File: src/rtl/core/arc_pkg.sv
package arc_pkg;

   localparam int unsigned NumPrefixes = 30;
   localparam int unsigned MaxLen      = 20;
   localparam int unsigned PosW        = 5;
   localparam int unsigned CodeW       = 5;

   localparam logic [CodeW-1:0] CODE_UNKNOWN     = 5'd28;
   localparam logic [CodeW-1:0] CODE_PARSE_ERROR = 5'd29;

   // Prefix text, right-justified; first character in the top occupied byte.
   // \015 is carriage return.
   localparam logic [MaxLen*8-1:0] PREFIX_TEXT [NumPrefixes] = '{
      "^BOOT:",
      "OK\015",
      "^RSSI:",
      "^MODE:",
      "^CEND:",
      "+CSSI:",
      "^ORIG:",
      "^CONF:",
      "^CONN:",
      "+CREG:",
      "+COPS:",
      "^SRVST:",
      "+CSQ:",
      "+CPIN:",
      "RING\015",
      "+CLIP:",
      "ERROR\015",
      "+CMTI:",
      "+CMGR:",
      "+CSSU:",
      "BUSY\015",
      "NO DIALTONE\015",
      "NO CARRIER\015",
      "COMMAND NOT SUPPORT\015",
      "+CMS ERROR:",
      "^SMMEMFULL:",
      "> ",
      "+CUSD:",
      "+CNUM:",
      "ERROR+CNUM:"
   };

   localparam logic [PosW-1:0] PREFIX_LEN [NumPrefixes] = '{
      5'd6,  5'd3,  5'd6,  5'd6,  5'd6,  5'd6,  5'd6,  5'd6,  5'd6,  5'd6,
      5'd6,  5'd7,  5'd5,  5'd6,  5'd5,  5'd6,  5'd6,  5'd6,  5'd6,  5'd6,
      5'd5,  5'd12, 5'd11, 5'd20, 5'd11, 5'd11, 5'd2,  5'd6,  5'd6,  5'd11
   };

   // Command-not-supported reports the error kind, ERROR+CNUM: the number kind.
   localparam logic [CodeW-1:0] PREFIX_CODE [NumPrefixes] = '{
      5'd0,  5'd1,  5'd2,  5'd3,  5'd4,  5'd5,  5'd6,  5'd7,  5'd8,  5'd9,
      5'd10, 5'd11, 5'd12, 5'd13, 5'd14, 5'd15, 5'd16, 5'd17, 5'd18, 5'd19,
      5'd20, 5'd21, 5'd22, 5'd16, 5'd23, 5'd24, 5'd25, 5'd26, 5'd27, 5'd27
   };

   typedef struct packed {
      logic [7:0] byte_in;
      logic       last_byte;
      logic       record_present;
   } req_item_type;

   typedef struct packed {
      logic             emit;
      logic [CodeW-1:0] code;
   } match_result_type;

endpackage

File: src/rtl/core/at_response_classifier.sv
// AT response prefix classifier. Bytes of one modem response record arrive
// one per transfer on the req_ channel, the final byte marked by
// req_last_byte. Each byte is checked against 30 fixed prefixes; on the final
// byte one class code goes out on the rsp_ channel: the first prefix in
// priority order that matched in full (0..27), 28 when none did. A transfer
// with req_record_present low yields code 29 at once and drops any partly
// received record. Bytes that do not end a record produce no response.
// Throughput is one byte per clock while no waiting result blocks the input.
// Each result passes the input register, which holds its byte, and then the
// result register, into which its code is loaded and which drives rsp_valid.
// The input keeps flowing while a result waits on rsp_stall until that
// waiting result blocks the next result-producing byte. LONGEST_PREFIX
// caps the tracked byte position; prefixes longer than it never match.
module at_response_classifier #(
   parameter int unsigned LONGEST_PREFIX = 20
) (
   input  logic                      clock,
   input  logic                      reset,
   // request channel
   input  logic                      req_valid,
   output logic                      req_stall,
   input  logic [7:0]                req_byte_in,
   input  logic                      req_last_byte,
   input  logic                      req_record_present,
   // response channel
   output logic                      rsp_valid,
   input  logic                      rsp_stall,
   output logic [arc_pkg::CodeW-1:0] rsp_class_code
);

   arc_pkg::req_item_type     item;
   arc_pkg::match_result_type result;
   logic                      item_valid;
   logic                      out_free;
   logic                      advance;

   // A byte leaves the input register when it needs no response slot, or
   // when the result register is empty or draining this cycle.
   assign advance = item_valid && (!result.emit || out_free);

   arc_in_stage u_in (
      .clock              (clock),
      .reset              (reset),
      .req_valid          (req_valid),
      .req_stall          (req_stall),
      .req_byte_in        (req_byte_in),
      .req_last_byte      (req_last_byte),
      .req_record_present (req_record_present),
      .advance            (advance),
      .item_valid         (item_valid),
      .item               (item)
   );

   // Live bits and byte position; updated only as bytes leave the input reg.
   arc_matcher #(
      .LONGEST_PREFIX (LONGEST_PREFIX)
   ) u_match (
      .clock   (clock),
      .reset   (reset),
      .advance (advance),
      .item    (item),
      .result  (result)
   );

   arc_out_stage u_out (
      .clock          (clock),
      .reset          (reset),
      .load           (advance && result.emit),
      .code           (result.code),
      .out_free       (out_free),
      .rsp_valid      (rsp_valid),
      .rsp_stall      (rsp_stall),
      .rsp_class_code (rsp_class_code)
   );

endmodule

File: src/rtl/core/arc_in_stage.sv
module arc_in_stage (
   input  logic                  clock,
   input  logic                  reset,
   input  logic                  req_valid,
   output logic                  req_stall,
   input  logic [7:0]            req_byte_in,
   input  logic                  req_last_byte,
   input  logic                  req_record_present,
   input  logic                  advance,
   output logic                  item_valid,
   output arc_pkg::req_item_type item
);

   logic                  valid_ff, valid_in;
   arc_pkg::req_item_type item_ff;
   logic                  take;

   assign req_stall = valid_ff && !advance;
   assign take      = req_valid && !req_stall;
   assign valid_in  = take ? 1'b1 : (advance ? 1'b0 : valid_ff);

   always_ff @(posedge clock) begin
      if (reset) begin
         valid_ff <= 1'b0;
      end else begin
         valid_ff <= valid_in;
      end
   end

   always_ff @(posedge clock) begin
      if (take) begin
         item_ff <= '{byte_in: req_byte_in, last_byte: req_last_byte,
                      record_present: req_record_present};
      end
   end

   assign item_valid = valid_ff;
   assign item       = item_ff;

endmodule

File: src/rtl/core/arc_matcher.sv
module arc_matcher #(
   parameter int unsigned LONGEST_PREFIX = 20
) (
   input  logic                      clock,
   input  logic                      reset,
   input  logic                      advance,
   input  arc_pkg::req_item_type     item,
   output arc_pkg::match_result_type result
);

   localparam logic [arc_pkg::PosW-1:0] LpPos = arc_pkg::PosW'(LONGEST_PREFIX);

   logic [arc_pkg::NumPrefixes-1:0] alive_ff, alive_in, alive_nxt, hit;
   logic [arc_pkg::PosW-1:0]        pos_ff, pos_in, pos_nxt;
   logic [arc_pkg::CodeW-1:0]       first_code;

   assign pos_nxt = (pos_ff >= LpPos) ? LpPos : pos_ff + 1'b1;

   for (genvar i = 0; i < arc_pkg::NumPrefixes; i++) begin : g_pfx
      logic [arc_pkg::PosW-1:0] off;
      logic [7:0]               exp_char;
      logic                     kill;

      // offset of the current character from the right end of the text
      assign off      = arc_pkg::PREFIX_LEN[i] - 5'd1 - pos_ff;
      assign exp_char = 8'(arc_pkg::PREFIX_TEXT[i] >> {off, 3'b000});
      assign kill     = (arc_pkg::PREFIX_LEN[i] > LpPos) ||
                        ((pos_ff < arc_pkg::PREFIX_LEN[i]) && (exp_char != item.byte_in));
      assign alive_nxt[i] = alive_ff[i] && !kill;
      assign hit[i]       = alive_nxt[i] && (pos_nxt >= arc_pkg::PREFIX_LEN[i]);
   end

   // lowest index wins
   always_comb begin
      first_code = arc_pkg::CODE_UNKNOWN;
      for (int i = arc_pkg::NumPrefixes - 1; i >= 0; i--) begin
         if (hit[i]) begin
            first_code = arc_pkg::PREFIX_CODE[i];
         end
      end
   end

   always_comb begin
      result.emit = !item.record_present || item.last_byte;
      result.code = item.record_present ? first_code : arc_pkg::CODE_PARSE_ERROR;
   end

   always_comb begin
      alive_in = alive_ff;
      pos_in   = pos_ff;
      if (advance) begin
         if (result.emit) begin
            alive_in = '1;
            pos_in   = '0;
         end else begin
            alive_in = alive_nxt;
            pos_in   = pos_nxt;
         end
      end
   end

   always_ff @(posedge clock) begin
      if (reset) begin
         alive_ff <= '1;
         pos_ff   <= '0;
      end else begin
         alive_ff <= alive_in;
         pos_ff   <= pos_in;
      end
   end

endmodule

File: src/rtl/core/arc_out_stage.sv
module arc_out_stage (
   input  logic                       clock,
   input  logic                       reset,
   input  logic                       load,
   input  logic [arc_pkg::CodeW-1:0]  code,
   output logic                       out_free,
   output logic                       rsp_valid,
   input  logic                       rsp_stall,
   output logic [arc_pkg::CodeW-1:0]  rsp_class_code
);

   logic                      valid_ff, valid_in;
   logic [arc_pkg::CodeW-1:0] code_ff;

   assign out_free = !valid_ff || !rsp_stall;
   assign valid_in = load ? 1'b1 : (valid_ff && rsp_stall);

   always_ff @(posedge clock) begin
      if (reset) begin
         valid_ff <= 1'b0;
      end else begin
         valid_ff <= valid_in;
      end
   end

   always_ff @(posedge clock) begin
      if (load) begin
         code_ff <= code;
      end
   end

   assign rsp_valid      = valid_ff;
   assign rsp_class_code = code_ff;

endmodule

File: config.mk
export PLATFORM = sky130hd
export DESIGN_NAME = at_response_classifier
export DESIGN_NICKNAME = d
export VERILOG_FILES = /design/src/rtl/core/arc_pkg.sv /design/src/rtl/core/at_response_classifier.sv /design/src/rtl/core/arc_in_stage.sv /design/src/rtl/core/arc_matcher.sv /design/src/rtl/core/arc_out_stage.sv
export SDC_FILE = /design/constraint.sdc
export NUM_CORES = 1
export LEC_CHECK = 0
export ABC_AREA = 1
export ABC_CLOCK_PERIOD_IN_PS = 11600
export BUFFER_PORTS_ARGS = -buffer_cell sky130_fd_sc_hd__buf_4
export CAP_MARGIN = 20
export CELL_PAD_IN_SITES_DETAIL_PLACEMENT = 1
export CELL_PAD_IN_SITES_GLOBAL_PLACEMENT = 1
export CORE_AREA = 2 2 117 119
export CTS_CLUSTER_DIAMETER = 100
export DETAILED_ROUTE_END_ITERATION = 8
export DIE_AREA = 0 0 119 121
export PLACE_DENSITY_LB_ADDON = 0.25
export SETUP_SLACK_MARGIN = 0.5
export SLEW_MARGIN = 20
export SYNTH_ARGS = -nofsm -noshare
export SYNTH_HDL_FRONTEND = slang
export SYNTH_SLANG_ARGS = --single-unit
File: constraint.sdc
create_clock -name clock -period 11.6 [get_ports clock]
set_clock_uncertainty 0.15 [all_clocks]
set_input_delay 2.32 -clock clock [delete_from_list [all_inputs] [get_ports clock]]
set_output_delay 2.32 -clock clock [all_outputs]
set_load 0.01 [all_outputs]
**After elaboration in Yosys (flattened, before gate mapping)**

Index checks and enable logic that the tools add are counted.

- Bits in registers: 52
- Bits of input ports: 14
- Logic and storage cells: 268
- Output and inout bits: 7

- Bitwise logic cells: 1
- Magnitude comparators: 17
- Add/subtract/negate cells: 9
- Shift operators: 30
- Reductions and logical operators: 136
- Multiplexer cells: 36
- Equal/unequal tests: 30

Operators with widths:

| operator | count |
|---|---|
| $shr 46x8->8 const A | 10 |
| $shr 47x8->8 const A | 8 |
| $shr 87x8->8 const A | 3 |
| $ne 8x8->1 | 30 |
| $shr 159x8->8 const A | 1 |
| $mux 5 | 31 |
| $logic_and 1x1->1 | 95 |
| $shr 95x8->8 const A | 1 |
| $shr 86x8->8 const A | 1 |
| $shr 39x8->8 const A | 2 |
| $shr 55x8->8 const A | 1 |
| $shr 38x8->8 const A | 1 |
| $logic_not 1->1 | 36 |
| $mux 30 | 1 |
| $shr 23x8->8 const A | 1 |
| $ge 5x3->1 const B | 3 |
| $lt 5x3->1 const B | 3 |
| $sub 3x5->5 const A | 3 |
| $shr 14x8->8 const A | 1 |
| $ge 5x2->1 const B | 2 |
| $ge 5x4->1 const B | 2 |
| $ge 5x5->1 const B | 2 |
| $lt 5x2->1 const B | 2 |
| $lt 5x4->1 const B | 2 |
| other kinds (12) | 17 |

**Longest topological paths before layout**

- Depth in word-level cells: 37
- Mapped depth: 47

**Modules after synthesis**

From an unflattened synthesis, not the netlist that was laid out.

- Cells, all modules: 1,029
- Area total of the unflattened synthesis: 6,522.5 µm²

By module, submodules not included:

| module | area an instance (µm²) | seq. area each (µm²) | times used | cells an instance |
|---|---|---|---|---|
| arc_matcher | 5,962.0 | 700.7 | 1 | 998 |
| arc_in_stage | 346.6 | 320.3 | 1 | 17 |
| arc_out_stage | 188.9 | 170.2 | 1 | 9 |
| at_response_classifier | 25.0 | 0.0 | 1 | 5 |

**Least setup slack after synthesis**

Ideal clock, no wire load.

- Path type: input -> output
- From: input port rsp_stall
- To: output port req_stall
- Arrival time: 2.596 ns
- Path slack: 6.534 ns
- Data required time: 9.130 ns
- Stages on the path: 2
- Cells stage by stage: nand3_1 > nor2_1

- Longest elaborated chain between the ends: 6

Ends and longest elaborated chain:

| element | line | RTL |
|---|---|---|
| from (decl) | at_response_classifier.sv:27 | `input logic rsp_stall,` |
| $logic_not 1->1 | arc_out_stage.sv:15 | `assign out_free = !valid_ff \|\| !rsp_stall;` |
| $logic_or 1x1->1 | arc_out_stage.sv:15 |  |
| $logic_or 1x1->1 | at_response_classifier.sv:39 | `assign advance = item_valid && (!result.emit \|\| out_free);` |
| $logic_and 1x1->1 | at_response_classifier.sv:39 |  |
| $logic_not 1->1 | arc_in_stage.sv:18 | `assign req_stall = valid_ff && !advance;` |
| $logic_and 1x1->1 | arc_in_stage.sv:18 |  |
| to (decl) | at_response_classifier.sv:21 | `output logic req_stall,` |

No other way between the ends.

**Worst setup path after layout**

- From: register u_match.pos_ff[1] (netlist name)
- To: register u_out.code_ff, in the netlist u_out.rsp_class_code[0], data pin

- Longest elaborated chain between the ends: 37
- Elaborated cells between the ends (all ways): 237
- Classes of those cells: 9 x add/sub; 17 x order compare; 30 x eq/ne; 30 x shift; 31 x mux; 120 x reduce/logical

Ends and longest elaborated chain:

| element | line | RTL |
|---|---|---|
| from (decl) | arc_matcher.sv:14 | `logic [arc_pkg::PosW-1:0] pos_ff, pos_in, pos_nxt;` |
| from (signal assigned) | arc_matcher.sv:68 | `pos_ff <= pos_in;` |
| $sub 4x5->5 | arc_matcher.sv:25 | `assign off = arc_pkg::PREFIX_LEN[i] - 5'd1 - pos_ff;` |
| $shr 87x8->8 | arc_matcher.sv:26 | `assign exp_char = 8'(arc_pkg::PREFIX_TEXT[i] >> {off, 3'b000});` |
| $ne 8x8->1 | arc_matcher.sv:28 | `((pos_ff < arc_pkg::PREFIX_LEN[i]) && (exp_char != item.byte_in));` |
| $logic_and 1x1->1 | arc_matcher.sv:28 |  |
| $logic_not 1->1 | arc_matcher.sv:29 | `assign alive_nxt[i] = alive_ff[i] && !kill;` |
| $logic_and 1x1->1 | arc_matcher.sv:29 |  |
| $logic_and 1x1->1 | arc_matcher.sv:30 | `assign hit[i] = alive_nxt[i] && (pos_nxt >= arc_pkg::PREFIX_LEN[i]);` |
| $mux 3 | arc_matcher.sv:37 | `if (hit[i]) begin` |
| $mux 5 (28 in a row) | arc_matcher.sv:37 |  |
| $mux 5 (*) | arc_matcher.sv:37 |  |
| to (signal assigned) | arc_out_stage.sv:28 | `code_ff <= code;` |
| to (decl) | arc_out_stage.sv:13 | `logic [arc_pkg::CodeW-1:0] code_ff;` |

Mark *: on every way between the ends. The rest lies on a longest branch, timed or not.
A chain may end at the register's enable or synchronous reset.

==> results.json <==
{
  "postSynthCellCount": 1004,
  "fin_crit_sh_pct": 50.2,
  "nets": 1029,
  "syn_area_um2": 6270,
  "post-place-cells": 1159,
  "io_buffers": 20,
  "post-cts-setup-buffers": 0,
  "p_clk_share_pct": 33.4,
  "synth.distinct_cells": 52,
  "clk_pin_slew_worst_paths_ns": 0.08,
  "cp.arrival_ns": 5.74,
  "whs_path_depth": 2,
  "layout.cells.non_filler": 1168,
  "p_switching_mw": 0.157,
  "cp_max_fo": 22,
  "ant_nets": 0,
  "yosys_most_used_dff": "dfxtp_1",
  "postLayoutCoreUtil_pct": 50.5,
  "die_area_um2": 14400,
  "initial_core_util_pct": 47.9,
  "vias_per_cell": 6.15,
  "layout-drive-gt1-share_pct": 8.17,
  "final_cell_area_um2": 6610,
  "layout_commonest_cell": "nand2_1",
  "diodes": 0,
  "timing.setup.tns_ns": 0,
  "critPathKind": "reg -> reg",
  "drt_iter0_drc": 651,
  "routed_wl_mm": 24.7,
  "ir_drop_uv": 92.9,
  "die_x_um": 119,
  "worst_hold_slack_ns": 0.317,
  "power.leakage_nw": 3.05,
  "slowest_stage": "dfxtp_1",
  "ioPinCount": 21,
  "status": "complete, no violations",
  "final_cell_mix": "nand2_1, nand3_1, xor2_1",
  "cts_tree": "built",
  "grt_pass1_vias": 7177,
  "clockBufferDepth": 2,
  "p_sw_share_pct": 33.5,
  "drtPass1Iterations": 5,
  "antenna_found_initial": 0,
  "fmax_ghz": 0.172,
  "reg2reg_depth": 43,
  "final_hold_viol_count": 0,
  "track_usage_pct": 34.4,
  "synth_edf_count": 15,
  "slew_headroom_pct": 35.3,
  "finalPower_mw": 0.469,
  "p_per_area_nw_per_um2": 70.9,
  "ys_seq_area_share_pct": 19.0,
  "post_dp_cell_area_um2": 6450,
  "cp_common_cell": "nand2_1",
  "cts_root_buf": "clkbuf_16",
  "die_height_um": 121,
  "required_ns": 11.51,
  "area_delta_synth_final_pct": 5.49,
  "htree_levels": 2,
  "layout_min_cycle_time_ns": 5.82,
  "wire_per_inst_um": 21.2,
  "num_rows": 42,
  "grt_pass1_wl_mm": 38.7,
  "cts_resized": 0,
  "finalSetupViolations": 0,
  "p_int_mw": 0.312,
  "insertion_delay_ns": 0.31,
  "cts_hold_buf": 0,
  "synth_area_per_cell_um2": 6.24,
  "cap_viol_max_count": 0,
  "startpoint_type": "flip-flop",
  "hold_class": "reg -> reg",
  "pre_cts_ws_ns": 5.97,
  "clock_sinks": 52,
  "worstMarginPinSlew_ns": 0.969,
  "maxSlewViolCount": 0,
  "end_kind": "flip-flop",
  "num_vias": 7178,
  "syn_nets": 1042,
  "ys_warn_count": 0,
  "place_congestion": 0.948,
  "grt-ovfl-total": 0,
  "rsz0062_at_grt": "no",
  "pwr-share-comb_pct": 22.6,
  "cpPeakStageDelay_ns": 0.96,
  "synth_seq_cells": 52,
  "core_area_um2": 13100,
  "drc": 0,
  "cts_buffers": 5,
  "grt_max_degree": 36,
  "power_frac_seq_pct": 43.9,
  "hpwlAfterDp_mm": 18.1,
  "synthArstFlopShare_pct": 0,
  "setup_ws_ns": 5.78
}
-- power by group through the flow --
stage	registers, mW	logic, mW	clock network, mW
after CTS	0.206	0.103	0.157
after detailed placement	0.210	0.102	0
after floorplan	0.208	0.0709	0
final	0.206	0.106	0.157
after global routing	0.207	0.115	0.163
after global placement	0.209	0.100	0
-- layout make-up --
| cell class | count | area [µm²] |
|---|---|---|
| Fill cell | 1795 | 6470 |
| Clock buffer | 6 | 129 |
| Sequential cell | 52 | 1190 |
| Clock inverter | 2 | 16.3 |
| Multi-Input combinational cell | 821 | 4510 |
| Timing Repair Buffer | 30 | 233 |
| Tap cell | 176 | 220 |
| Inverter | 81 | 317 |
-- layer usage --
metal	up-vias	track usage, %	wire length, µm
met2	339	58.2	11600
met3	92	4.70	1560
met4	0	17.0	1220
li1	3319	-	-
met5	-	0	0
met1	3428	42.9	10400
-- cells in the mapped netlist, types with 14 or more instances --
| cell type | instances | area (µm²) |
|---|---|---|
| dfxtp_1 | 37 | 741 |
| edfxtp_1 | 15 | 450 |
| inv_1 | 66 | 248 |
| nand3_1 | 96 | 480 |
| ha_1 | 24 | 300 |
| nor3_1 | 14 | 70.1 |
| nand4_1 | 23 | 144 |
| nand2_1 | 298 | 1120 |
| a21oi_1 | 66 | 330 |
| nor2_1 | 64 | 240 |
| xor2_1 | 83 | 727 |
| o21ai_0 | 59 | 295 |
| clkbuf_1 | 28 | 105 |
-- sequential cells by signal, indices dropped and copies added (netlist names) --
signal                flops
u_in.item_valid           1
u_in.item                10
u_match.pos_ff            5
u_out.rsp_valid           1
u_out.rsp_class_code      5
u_match.alive_ff         30
-- cells by family (layout without fill, tap and decap cells) --
group	after synthesis	count (layout)	share of synthesized area [%]
buf+inv	131	119	9.30
xor+xnor	85	85	12.2
compound gates	186	186	17.6
flops	52	52	19.0
fa+ha+maj	24	24	4.79
simple gates	526	526	37.1
-- worst max-delay path: cells and delay by family, from the launching register on --
kind	cells	cell delay, ns
compound gates	1	0.23
fa+ha+maj	2	1.00
buf+inv	2	0.66
flops	1	0.96
simple gates	38	2.58
-- worst paths after layout --
check / from / endpoint / slack (ns)
max: u_match.pos_ff[1]$_SDFFE_PP0P_ / u_out.rsp_class_code[0]$_SDFFCE_PN1P_ / 5.78
min: u_match.alive_ff[25]$_SDFFE_PP1P_ / u_match.alive_ff[25]$_SDFFE_PP1P_ / 0.32
max reg2reg: u_match.pos_ff[1]$_SDFFE_PP0P_ / u_out.rsp_class_code[0]$_SDFFCE_PN1P_ / 5.78
min reg2reg: u_match.alive_ff[25]$_SDFFE_PP1P_ / u_match.alive_ff[25]$_SDFFE_PP1P_ / 0.32
No activity file was read; power rests on OpenSTA's default activity.
